--- config.mk ---
export PLATFORM = sky130hd
export DESIGN_NAME = share_header_hash_target_check
export DESIGN_NICKNAME = d
export VERILOG_FILES = /design/src/rtl/core/shht_pkg.sv /design/src/rtl/core/share_header_hash_target_check.sv /design/src/rtl/core/shht_front.sv /design/src/rtl/core/shht_back.sv
export SDC_FILE = /design/constraint.sdc
export NUM_CORES = 2
export LEC_CHECK = 0
export BUFFER_PORTS_ARGS = -buffer_cell sky130_fd_sc_hd__buf_2
export CORE_ASPECT_RATIO = 0.75
export CORE_MARGIN = 2
export CORE_UTILIZATION = 38
export DETAILED_ROUTE_END_ITERATION = 6
export SLEW_MARGIN = 25
export SYNTH_ARGS = -nofsm -noshare
export SYNTH_HDL_FRONTEND = slang
export SYNTH_SLANG_ARGS = --single-unit
--- constraint.sdc ---
create_clock -name clock -period 25.9 [get_ports clock]
set_input_delay 1.295 -clock clock [delete_from_list [all_inputs] [get_ports clock]]
set_output_delay 1.295 -clock clock [all_outputs]
set_load 0.01 [all_outputs]
--- src/rtl/core/shht_pkg.sv ---
package shht_pkg;

   localparam int unsigned WORD_W = 32;
   localparam int unsigned HDR_WORDS = 20;
   localparam int unsigned CNT_W = 5;
   localparam int unsigned QDEPTH = 4;
   localparam int unsigned QPTR_W = 2;

   localparam logic [1:0] STATUS_ACCEPTED = 2'd0;
   localparam logic [1:0] STATUS_ABOVE = 2'd1;
   localparam logic [1:0] STATUS_STALE = 2'd2;

   localparam logic [1:0] CSR_TARGET_Q0 = 2'd0;
   localparam logic [1:0] CSR_TARGET_Q1 = 2'd1;
   localparam logic [1:0] CSR_TARGET_Q2 = 2'd2;
   localparam logic [1:0] CSR_TARGET_Q3 = 2'd3;

   // Classified front-end entry handed to the hash engine.
   typedef struct packed {
      logic [WORD_W-1:0] word;   // already byte-reversed
      logic [CNT_W-1:0]  pos;    // header word position 0..19
      logic              abort;  // early last mark: drop share
      logic              stale;
   } entry_type;

   typedef logic [31:0] word_type;

   function automatic word_type sha_k(input logic [5:0] i);
      word_type k;
      case (i)
         6'd0: k = 32'h428a2f98; 6'd1: k = 32'h71374491; 6'd2: k = 32'hb5c0fbcf;
         6'd3: k = 32'he9b5dba5; 6'd4: k = 32'h3956c25b; 6'd5: k = 32'h59f111f1;
         6'd6: k = 32'h923f82a4; 6'd7: k = 32'hab1c5ed5; 6'd8: k = 32'hd807aa98;
         6'd9: k = 32'h12835b01; 6'd10: k = 32'h243185be; 6'd11: k = 32'h550c7dc3;
         6'd12: k = 32'h72be5d74; 6'd13: k = 32'h80deb1fe; 6'd14: k = 32'h9bdc06a7;
         6'd15: k = 32'hc19bf174; 6'd16: k = 32'he49b69c1; 6'd17: k = 32'hefbe4786;
         6'd18: k = 32'h0fc19dc6; 6'd19: k = 32'h240ca1cc; 6'd20: k = 32'h2de92c6f;
         6'd21: k = 32'h4a7484aa; 6'd22: k = 32'h5cb0a9dc; 6'd23: k = 32'h76f988da;
         6'd24: k = 32'h983e5152; 6'd25: k = 32'ha831c66d; 6'd26: k = 32'hb00327c8;
         6'd27: k = 32'hbf597fc7; 6'd28: k = 32'hc6e00bf3; 6'd29: k = 32'hd5a79147;
         6'd30: k = 32'h06ca6351; 6'd31: k = 32'h14292967; 6'd32: k = 32'h27b70a85;
         6'd33: k = 32'h2e1b2138; 6'd34: k = 32'h4d2c6dfc; 6'd35: k = 32'h53380d13;
         6'd36: k = 32'h650a7354; 6'd37: k = 32'h766a0abb; 6'd38: k = 32'h81c2c92e;
         6'd39: k = 32'h92722c85; 6'd40: k = 32'ha2bfe8a1; 6'd41: k = 32'ha81a664b;
         6'd42: k = 32'hc24b8b70; 6'd43: k = 32'hc76c51a3; 6'd44: k = 32'hd192e819;
         6'd45: k = 32'hd6990624; 6'd46: k = 32'hf40e3585; 6'd47: k = 32'h106aa070;
         6'd48: k = 32'h19a4c116; 6'd49: k = 32'h1e376c08; 6'd50: k = 32'h2748774c;
         6'd51: k = 32'h34b0bcb5; 6'd52: k = 32'h391c0cb3; 6'd53: k = 32'h4ed8aa4a;
         6'd54: k = 32'h5b9cca4f; 6'd55: k = 32'h682e6ff3; 6'd56: k = 32'h748f82ee;
         6'd57: k = 32'h78a5636f; 6'd58: k = 32'h84c87814; 6'd59: k = 32'h8cc70208;
         6'd60: k = 32'h90befffa; 6'd61: k = 32'ha4506ceb; 6'd62: k = 32'hbef9a3f7;
         default: k = 32'hc67178f2;
      endcase
      return k;
   endfunction

   function automatic word_type sha_iv(input logic [2:0] i);
      word_type v;
      case (i)
         3'd0: v = 32'h6a09e667; 3'd1: v = 32'hbb67ae85;
         3'd2: v = 32'h3c6ef372; 3'd3: v = 32'ha54ff53a;
         3'd4: v = 32'h510e527f; 3'd5: v = 32'h9b05688c;
         3'd6: v = 32'h1f83d9ab; default: v = 32'h5be0cd19;
      endcase
      return v;
   endfunction

   function automatic word_type rotr(input word_type x, input int unsigned n);
      return (x >> n) | (x << (32 - n));
   endfunction

endpackage

--- src/rtl/core/share_header_hash_target_check.sv ---
// Channel | Direction | Handshake           | Payload
// req     | in        | req_tvalid/tready   | tdata = header_word, tuser = {stale_flag}, tlast
// rsp     | out       | rsp_tvalid/tready   | tdata = status (2 bits, zero-filled to 8)
// csr     | in        | csr_we              | csr_index selects target_q0..q3, csr_wdata
// A header word is written into the front queue, which holds four words.
// Word 16 starts a 64-round compression at one round per cycle;
// word 20 runs two compressions, a compare and a result state that holds until rsp is taken.
// Throughput is set by the single round unit; the engine takes no new word while it runs.
// Reset (synchronous, high) empties the queue and loads the initial hash values.
// A stalled rsp holds the engine; the front keeps taking words until the queue fills.
module share_header_hash_target_check (
   input  logic        clock,
   input  logic        reset,
   input  logic        req_tvalid,
   output logic        req_tready,
   input  logic [31:0] req_tdata,   // [31:0] header_word
   input  logic        req_tlast,
   input  logic        req_tuser,   // [0] stale_flag
   output logic        rsp_tvalid,
   input  logic        rsp_tready,
   output logic [7:0]  rsp_tdata,   // [1:0] status, [7:2] zero
   input  logic        csr_we,
   input  logic [1:0]  csr_index,
   input  logic [63:0] csr_wdata
);

   logic [63:0]          target_ff [4];
   logic                 q_valid, q_ready;
   shht_pkg::entry_type  q_data;
   logic [1:0]           status;

   always_ff @(posedge clock) begin
      if (reset) begin
         for (int i = 0; i < 4; i++) target_ff[i] <= '0;
      end else if (csr_we) begin
         case (csr_index)
            shht_pkg::CSR_TARGET_Q0: target_ff[0] <= csr_wdata;
            shht_pkg::CSR_TARGET_Q1: target_ff[1] <= csr_wdata;
            shht_pkg::CSR_TARGET_Q2: target_ff[2] <= csr_wdata;
            default:                 target_ff[3] <= csr_wdata;
         endcase
      end
   end

   shht_front u_front (
      .clock    (clock),
      .reset    (reset),
      .in_valid (req_tvalid),
      .in_ready (req_tready),
      .in_word  (req_tdata),
      .in_last  (req_tlast),
      .in_stale (req_tuser),
      .q_valid  (q_valid),
      .q_ready  (q_ready),
      .q_data   (q_data)
   );

   shht_back u_back (
      .clock      (clock),
      .reset      (reset),
      .q_valid    (q_valid),
      .q_ready    (q_ready),
      .q_data     (q_data),
      .target     ({target_ff[3], target_ff[2], target_ff[1], target_ff[0]}),
      .out_valid  (rsp_tvalid),
      .out_ready  (rsp_tready),
      .out_status (status)
   );

   assign rsp_tdata = {6'd0, status};

endmodule

--- src/rtl/core/shht_front.sv ---
module shht_front (
   input  logic                  clock,
   input  logic                  reset,
   input  logic                  in_valid,
   output logic                  in_ready,
   input  logic [31:0]           in_word,
   input  logic                  in_last,
   input  logic                  in_stale,
   output logic                  q_valid,
   input  logic                  q_ready,
   output shht_pkg::entry_type   q_data
);

   shht_pkg::entry_type              mem_ff [shht_pkg::QDEPTH];
   logic [shht_pkg::QPTR_W:0]        wr_ff, wr_in, rd_ff, rd_in;
   logic [shht_pkg::CNT_W-1:0]       pos_ff, pos_in;
   shht_pkg::entry_type              ent;
   logic                             push, pop, full;

   assign full = (wr_ff[shht_pkg::QPTR_W] != rd_ff[shht_pkg::QPTR_W]) &&
                 (wr_ff[shht_pkg::QPTR_W-1:0] == rd_ff[shht_pkg::QPTR_W-1:0]);
   assign in_ready = !full;
   assign push = in_valid && in_ready;
   assign q_valid = (wr_ff != rd_ff);
   assign pop = q_valid && q_ready;
   assign q_data = mem_ff[rd_ff[shht_pkg::QPTR_W-1:0]];

   always_comb begin
      ent.word  = {in_word[7:0], in_word[15:8], in_word[23:16], in_word[31:24]};
      ent.pos   = pos_ff;
      ent.stale = in_stale;
      ent.abort = in_last &&
                  (pos_ff != shht_pkg::CNT_W'(shht_pkg::HDR_WORDS - 1));
      wr_in = push ? wr_ff + 1'b1 : wr_ff;
      rd_in = pop ? rd_ff + 1'b1 : rd_ff;
      pos_in = pos_ff;
      if (push) begin
         if (ent.abort || pos_ff == shht_pkg::CNT_W'(shht_pkg::HDR_WORDS - 1))
            pos_in = '0;
         else
            pos_in = pos_ff + 1'b1;
      end
   end

   always_ff @(posedge clock) begin
      if (reset) begin
         wr_ff  <= '0;
         rd_ff  <= '0;
         pos_ff <= '0;
      end else begin
         wr_ff  <= wr_in;
         rd_ff  <= rd_in;
         pos_ff <= pos_in;
      end
      if (push) mem_ff[wr_ff[shht_pkg::QPTR_W-1:0]] <= ent;
   end

   a_pos_range: assert property (@(posedge clock) disable iff (reset)
      pos_ff < shht_pkg::CNT_W'(shht_pkg::HDR_WORDS)) else $error("pos out of range");
   a_no_overflow: assert property (@(posedge clock) disable iff (reset)
      full |-> !push) else $error("queue overflow");
   a_wrap: assert property (@(posedge clock) disable iff (reset)
      push && pos_ff == shht_pkg::CNT_W'(shht_pkg::HDR_WORDS - 1) |=> pos_ff == '0)
      else $error("position did not wrap");

endmodule

--- src/rtl/core/shht_back.sv ---
module shht_back (
   input  logic                  clock,
   input  logic                  reset,
   input  logic                  q_valid,
   output logic                  q_ready,
   input  shht_pkg::entry_type   q_data,
   input  logic [255:0]          target,
   output logic                  out_valid,
   input  logic                  out_ready,
   output logic [1:0]            out_status
);

   typedef enum logic [4:0] {
      ST_IDLE   = 5'b00001,
      ST_ROUND  = 5'b00010,
      ST_ADD    = 5'b00100,
      ST_CMP    = 5'b01000,
      ST_OUT    = 5'b10000
   } state_type;

   state_type        state_ff, state_in;
   logic [31:0]      w_ff [16];
   logic [31:0]      w_in [16];
   logic [31:0]      h_ff [8];
   logic [31:0]      h_in [8];
   logic [31:0]      v_ff [8];
   logic [31:0]      v_in [8];
   logic [5:0]       rnd_ff, rnd_in;
   logic             second_ff, second_in;   // running the digest-of-digest pass
   logic             final_ff, final_in;     // first pass is the last block of header
   logic             stale_ff, stale_in;
   logic [1:0]       status_ff, status_in;
   logic [31:0]      t1, t2, s0, s1, wnew;
   logic [255:0]     hash_le;

   assign q_ready = (state_ff == ST_IDLE);
   assign out_valid = (state_ff == ST_OUT);
   assign out_status = status_ff;

   always_comb begin
      s0 = shht_pkg::rotr(w_ff[1], 7) ^ shht_pkg::rotr(w_ff[1], 18) ^ (w_ff[1] >> 3);
      s1 = shht_pkg::rotr(w_ff[14], 17) ^ shht_pkg::rotr(w_ff[14], 19) ^ (w_ff[14] >> 10);
      wnew = w_ff[0] + s0 + w_ff[9] + s1;
      t1 = v_ff[7] + (shht_pkg::rotr(v_ff[4], 6) ^ shht_pkg::rotr(v_ff[4], 11) ^
                      shht_pkg::rotr(v_ff[4], 25)) +
           ((v_ff[4] & v_ff[5]) ^ (~v_ff[4] & v_ff[6])) + shht_pkg::sha_k(rnd_ff) + w_ff[0];
      t2 = (shht_pkg::rotr(v_ff[0], 2) ^ shht_pkg::rotr(v_ff[0], 13) ^
            shht_pkg::rotr(v_ff[0], 22)) +
           ((v_ff[0] & v_ff[1]) ^ (v_ff[0] & v_ff[2]) ^ (v_ff[1] & v_ff[2]));
      // digest byte k carries bits 8k..8k+7
      for (int i = 0; i < 8; i++)
         hash_le[i*32 +: 32] = {h_ff[i][7:0], h_ff[i][15:8], h_ff[i][23:16], h_ff[i][31:24]};
   end

   always_comb begin
      state_in = state_ff;
      w_in = w_ff;
      h_in = h_ff;
      v_in = v_ff;
      rnd_in = rnd_ff;
      second_in = second_ff;
      final_in = final_ff;
      stale_in = stale_ff;
      status_in = status_ff;
      unique case (state_ff)
         ST_IDLE: begin
            if (q_valid) begin
               if (q_data.abort) begin
                  for (int i = 0; i < 8; i++) h_in[i] = shht_pkg::sha_iv(3'(i));
               end else if (q_data.pos == shht_pkg::CNT_W'(shht_pkg::HDR_WORDS - 1)) begin
                  w_in[3] = q_data.word;
                  w_in[4] = 32'h80000000;
                  for (int i = 5; i < 15; i++) w_in[i] = '0;
                  w_in[15] = 32'(shht_pkg::HDR_WORDS * 32);
                  stale_in = q_data.stale;
                  final_in = 1'b1;
                  second_in = 1'b0;
                  v_in = h_ff;
                  rnd_in = '0;
                  state_in = ST_ROUND;
               end else begin
                  w_in[q_data.pos[3:0]] = q_data.word;
                  if (q_data.pos == shht_pkg::CNT_W'(15)) begin
                     final_in = 1'b0;
                     second_in = 1'b0;
                     v_in = h_ff;
                     rnd_in = '0;
                     state_in = ST_ROUND;
                  end
               end
            end
         end
         ST_ROUND: begin
            // shift the schedule window; w_ff[0] is always the current word
            for (int i = 0; i < 15; i++) w_in[i] = w_ff[i+1];
            w_in[15] = wnew;
            for (int i = 1; i < 8; i++) v_in[i] = v_ff[i-1];
            v_in[4] = v_ff[3] + t1;
            v_in[0] = t1 + t2;
            rnd_in = rnd_ff + 1'b1;
            if (rnd_ff == 6'd63) state_in = ST_ADD;
         end
         ST_ADD: begin
            for (int i = 0; i < 8; i++) h_in[i] = h_ff[i] + v_ff[i];
            state_in = ST_IDLE;
            if (final_ff && !second_ff) begin
               for (int i = 0; i < 8; i++) begin
                  w_in[i] = h_ff[i] + v_ff[i];
                  h_in[i] = shht_pkg::sha_iv(3'(i));
                  v_in[i] = shht_pkg::sha_iv(3'(i));
               end
               w_in[8] = 32'h80000000;
               for (int i = 9; i < 15; i++) w_in[i] = '0;
               w_in[15] = 32'd256;
               second_in = 1'b1;
               rnd_in = '0;
               state_in = ST_ROUND;
            end else if (second_ff) begin
               state_in = ST_CMP;
            end
         end
         ST_CMP: begin
            status_in = (hash_le > target) ? shht_pkg::STATUS_ABOVE :
                        (stale_ff ? shht_pkg::STATUS_STALE : shht_pkg::STATUS_ACCEPTED);
            for (int i = 0; i < 8; i++) h_in[i] = shht_pkg::sha_iv(3'(i));
            second_in = 1'b0;
            final_in = 1'b0;
            state_in = ST_OUT;
         end
         ST_OUT: begin
            if (out_ready) state_in = ST_IDLE;
         end
         default: state_in = ST_IDLE;
      endcase
   end

   always_ff @(posedge clock) begin
      if (reset) begin
         state_ff  <= ST_IDLE;
         rnd_ff    <= '0;
         second_ff <= 1'b0;
         final_ff  <= 1'b0;
         for (int i = 0; i < 8; i++) h_ff[i] <= shht_pkg::sha_iv(3'(i));
      end else begin
         state_ff  <= state_in;
         rnd_ff    <= rnd_in;
         second_ff <= second_in;
         final_ff  <= final_in;
         h_ff      <= h_in;
      end
      w_ff      <= w_in;
      v_ff      <= v_in;
      stale_ff  <= stale_in;
      status_ff <= status_in;
   end

   a_status_legal: assert property (@(posedge clock) disable iff (reset)
      out_valid |-> status_ff != 2'd3) else $error("bad status");
   a_out_hold: assert property (@(posedge clock) disable iff (reset)
      out_valid && !out_ready |=> out_valid && $stable(status_ff)) else $error("result lost");
   a_round_end: assert property (@(posedge clock) disable iff (reset)
      state_ff == ST_ROUND && rnd_ff == 6'd63 |=> state_ff == ST_ADD)
      else $error("round count slip");
   a_second_only_final: assert property (@(posedge clock) disable iff (reset)
      second_ff |-> final_ff) else $error("second pass without final block");

endmodule

==> results.json <==
{
  "yosysWarnings": 0,
  "grt_usage_pct": 31.6,
  "antenna_found_initial": 59,
  "rows": 160,
  "synth-seq-area-share_pct": 43.1,
  "finalSetupViolCount": 0,
  "drt_pass1_iterations": 7,
  "drc": 1,
  "p_leak_uw": 0.0420,
  "fp.coreArea_sq_um": 254000,
  "r2r-start": "u_back.v_ff[123]$_DFFE_PP_",
  "clkLatencyLatePin_ps": 910,
  "clock_sink_count": 1497,
  "dieArea_sq_um": 260000,
  "place_congestion": 1.02,
  "status": "finished with violations",
  "grt_first_pass_wirelength_um": 589000,
  "synth-seq-cells": 1497,
  "clock_skew_ps": 98.0,
  "layout-area-overhead-vs-synth_pct": 10.5,
  "cts.reportedPaths.clkPinSlew_ps": 70,
  "worstMarginPinSlew_ps": 1260,
  "place_inst": 12800,
  "max-slew-margin-rel_pct": 15.7,
  "cts_tree": "yes",
  "worst_setup_path_start_kind": "register",
  "fin_crit_sh_pct": 35.9,
  "powerDensity_nw_per_um2": 166,
  "maxCapViolCount": 0,
  "drv_slew": 0,
  "syn_avg_cell_area_sq_um": 9.97,
  "cts-resized-gates": 0,
  "rsz0062_at_grt": "false",
  "final_cell_mix": "1,183 x edfxtp_1, 1,023 x nand2_1, 693 x o21ai_0, 657 x a21oi_1, 651 x ha_1",
  "dieWidth_um": 588,
  "synth_area_sq_um": 97100,
  "cts_made_buffers": 176,
  "cp.required_ps": 26490,
  "yosysUniqueCellTypes": 91,
  "min_path_type": "register to register",
  "hold_buffers": 0,
  "nets": 10600,
  "min_period_ps": 9300,
  "worst_path_max_delay_cell": "a2111oi_1",
  "tns_ps": 0,
  "drt-total-wl_um": 425000,
  "async_flop_share_pct": 0,
  "worst-setup-path-type": "register to register",
  "critPathMaxStageDelay_ps": 930,
  "post_cts_buffers": 0,
  "yosys_most_used_dff": "edfxtp_1",
  "layout_commonest_cell": "edfxtp_1",
  "end_kind": "register",
  "io_pins": 115,
  "finalHoldViolations": 0,
  "crit_path_frequent_cell": "fa_1",
  "synthDominantAreaCellType": "edfxtp_1",
  "grt_pass1_vias": 75400,
  "arrival_ps": 9890,
  "hpwlAfterDp_um": 316000,
  "vdd_drop_max_mv": 0.226,
  "first_iter_violations": 12200,
  "fmax_ghz": 0.108,
  "synth_edf_count": 1183,
  "min-delay-start": "u_back.second_ff$_SDFFE_PP0P_",
  "drive_above_1_share_pct": 7.40,
  "grt_max_degree": 199,
  "start_util_pct": 38.3,
  "wl_per_cell_um": 32.2,
  "synth_area_leaders": "edfxtp_1 37%, ha_1 8.4%, dfxtp_1 6.5%",
  "overflow": 0,
  "crit_path_max_fanout": 6,
  "synth.top_cell.area_share_pct": 36.6,
  "num_vias": 81500,
  "fin_cells": 13200,
  "placed_cell_area_sq_um": 101000,
  "antenna_left": 0,
  "violations": "design-rule violations",
  "die_h_um": 442,
  "cts-root-buf": "clkbuf_16",
  "htreeDepth": 4,
  "stdcell_area_sq_um": 107000,
  "postLayoutCoreUtil_pct": 42.3,
  "syn_inst": 9742,
  "cp-startpoint": "u_back.v_ff[123]$_DFFE_PP_",
  "via_per_inst": 6.18,
  "clockBufferDepth": 4,
  "port_buffers": 108
}
==> routing by layer <==
metal | wire (um) | up-vias | track usage (%)
met1 | 186000 | 40700 | 46.5
li1 | - | 35200 | -
met3 | 54700 | 705 | 10.3
met5 | 193 | - | 0
met4 | 18400 | 24 | 11.7
met2 | 166000 | 4926 | 42.5
==> critical path: cells and delay by family, from the launching register on <==
kind,cells,cell delay (ps)
buf+inv,3,170
flops,1,770
simple gates,1,150
compound gates,15,4080
fa+ha+maj,6,2660
xor+xnor,4,1150
==> final timing paths <==
path	to	slack (ps)	cells past startpoint
hold reg to reg	u_back.second_ff$_SDFFE_PP0P_	510	2
setup reg to reg	u_back.v_ff[253]$_DFFE_PP_	16600	29
setup / recovery	u_back.v_ff[253]$_DFFE_PP_	16600	29
hold / removal	u_back.second_ff$_SDFFE_PP0P_	510	2
==> where the power goes <==
group / internal, uW / switching, uW
sequential: 3350 / 478
combinational: 4290 / 7100
clock: 1450 / 1100
==> per-stage QoR <==
step                      hold slack, ps  setup slack (ps)  total power, uW
after floorplan                      458             11160            11800
after global placement               475             16770            14800
after detailed placement             485             17030            14900
after CTS                            499             16990            17500
after global routing                 542             16320            18800
final                                508             16600            17800
==> final cells by class <==
class                           count  area (sq um)
Timing Repair Buffer              268          1880
Tap cell                         3402          4260
Clock inverter                     77           831
Clock buffer                      239          4810
Inverter                          630          2370
Sequential cell                  1497         41800
Antenna cell                       34          85.1
Fill cell                       24600        147000
Multi-Input combinational cell   7044         51200
==> cell usage after synthesis, types with 16 or more instances <==
cell type / n
or2_2: 52
maj3_1: 18
nand3_1: 201
o22a_1: 28
dfxtp_1: 314
a22o_1: 127
a311oi_1: 16
o311ai_0: 16
mux2i_1: 297
buf_1: 52
a22oi_1: 129
o22ai_1: 91
nand2_1: 1031
a21oi_1: 665
o21bai_1: 65
o31ai_1: 19
ha_1: 651
a2111oi_0: 17
edfxtp_1: 1183
nor4_1: 24
nor2_1: 483
o21ai_0: 696
and3_1: 46
clkbuf_1: 501
a221o_1: 131
nand2b_1: 123
inv_1: 625
a21o_1: 230
o21a_1: 52
xnor2_1: 396
a222oi_1: 29
mux4_2: 39
o211ai_1: 71
a211oi_1: 66
and2_1: 279
nand4_1: 89
xor2_1: 197
nor3_1: 101
nor2b_1: 57
or3_1: 27
a31oi_1: 56
fa_1: 195
==> cells by family (layout without fill, tap and decap cells) <==
logic type | Yosys count | count (layout) | share of synthesized area [%]
xor gates and xnor gates | 594 | 594 | 5.37
muxes | 341 | 341 | 4.02
DFF | 1497 | 1497 | 43.1
buffers and inverters | 1206 | 1214 | 4.71
and+or+nand+nor | 2568 | 2568 | 12.4
other | 1 | 40 | 0.00386
AOI/OAI and AO/OA | 2671 | 2671 | 17.9
adders and majority gates | 864 | 864 | 12.6
(Power assumes the default switching activity.)
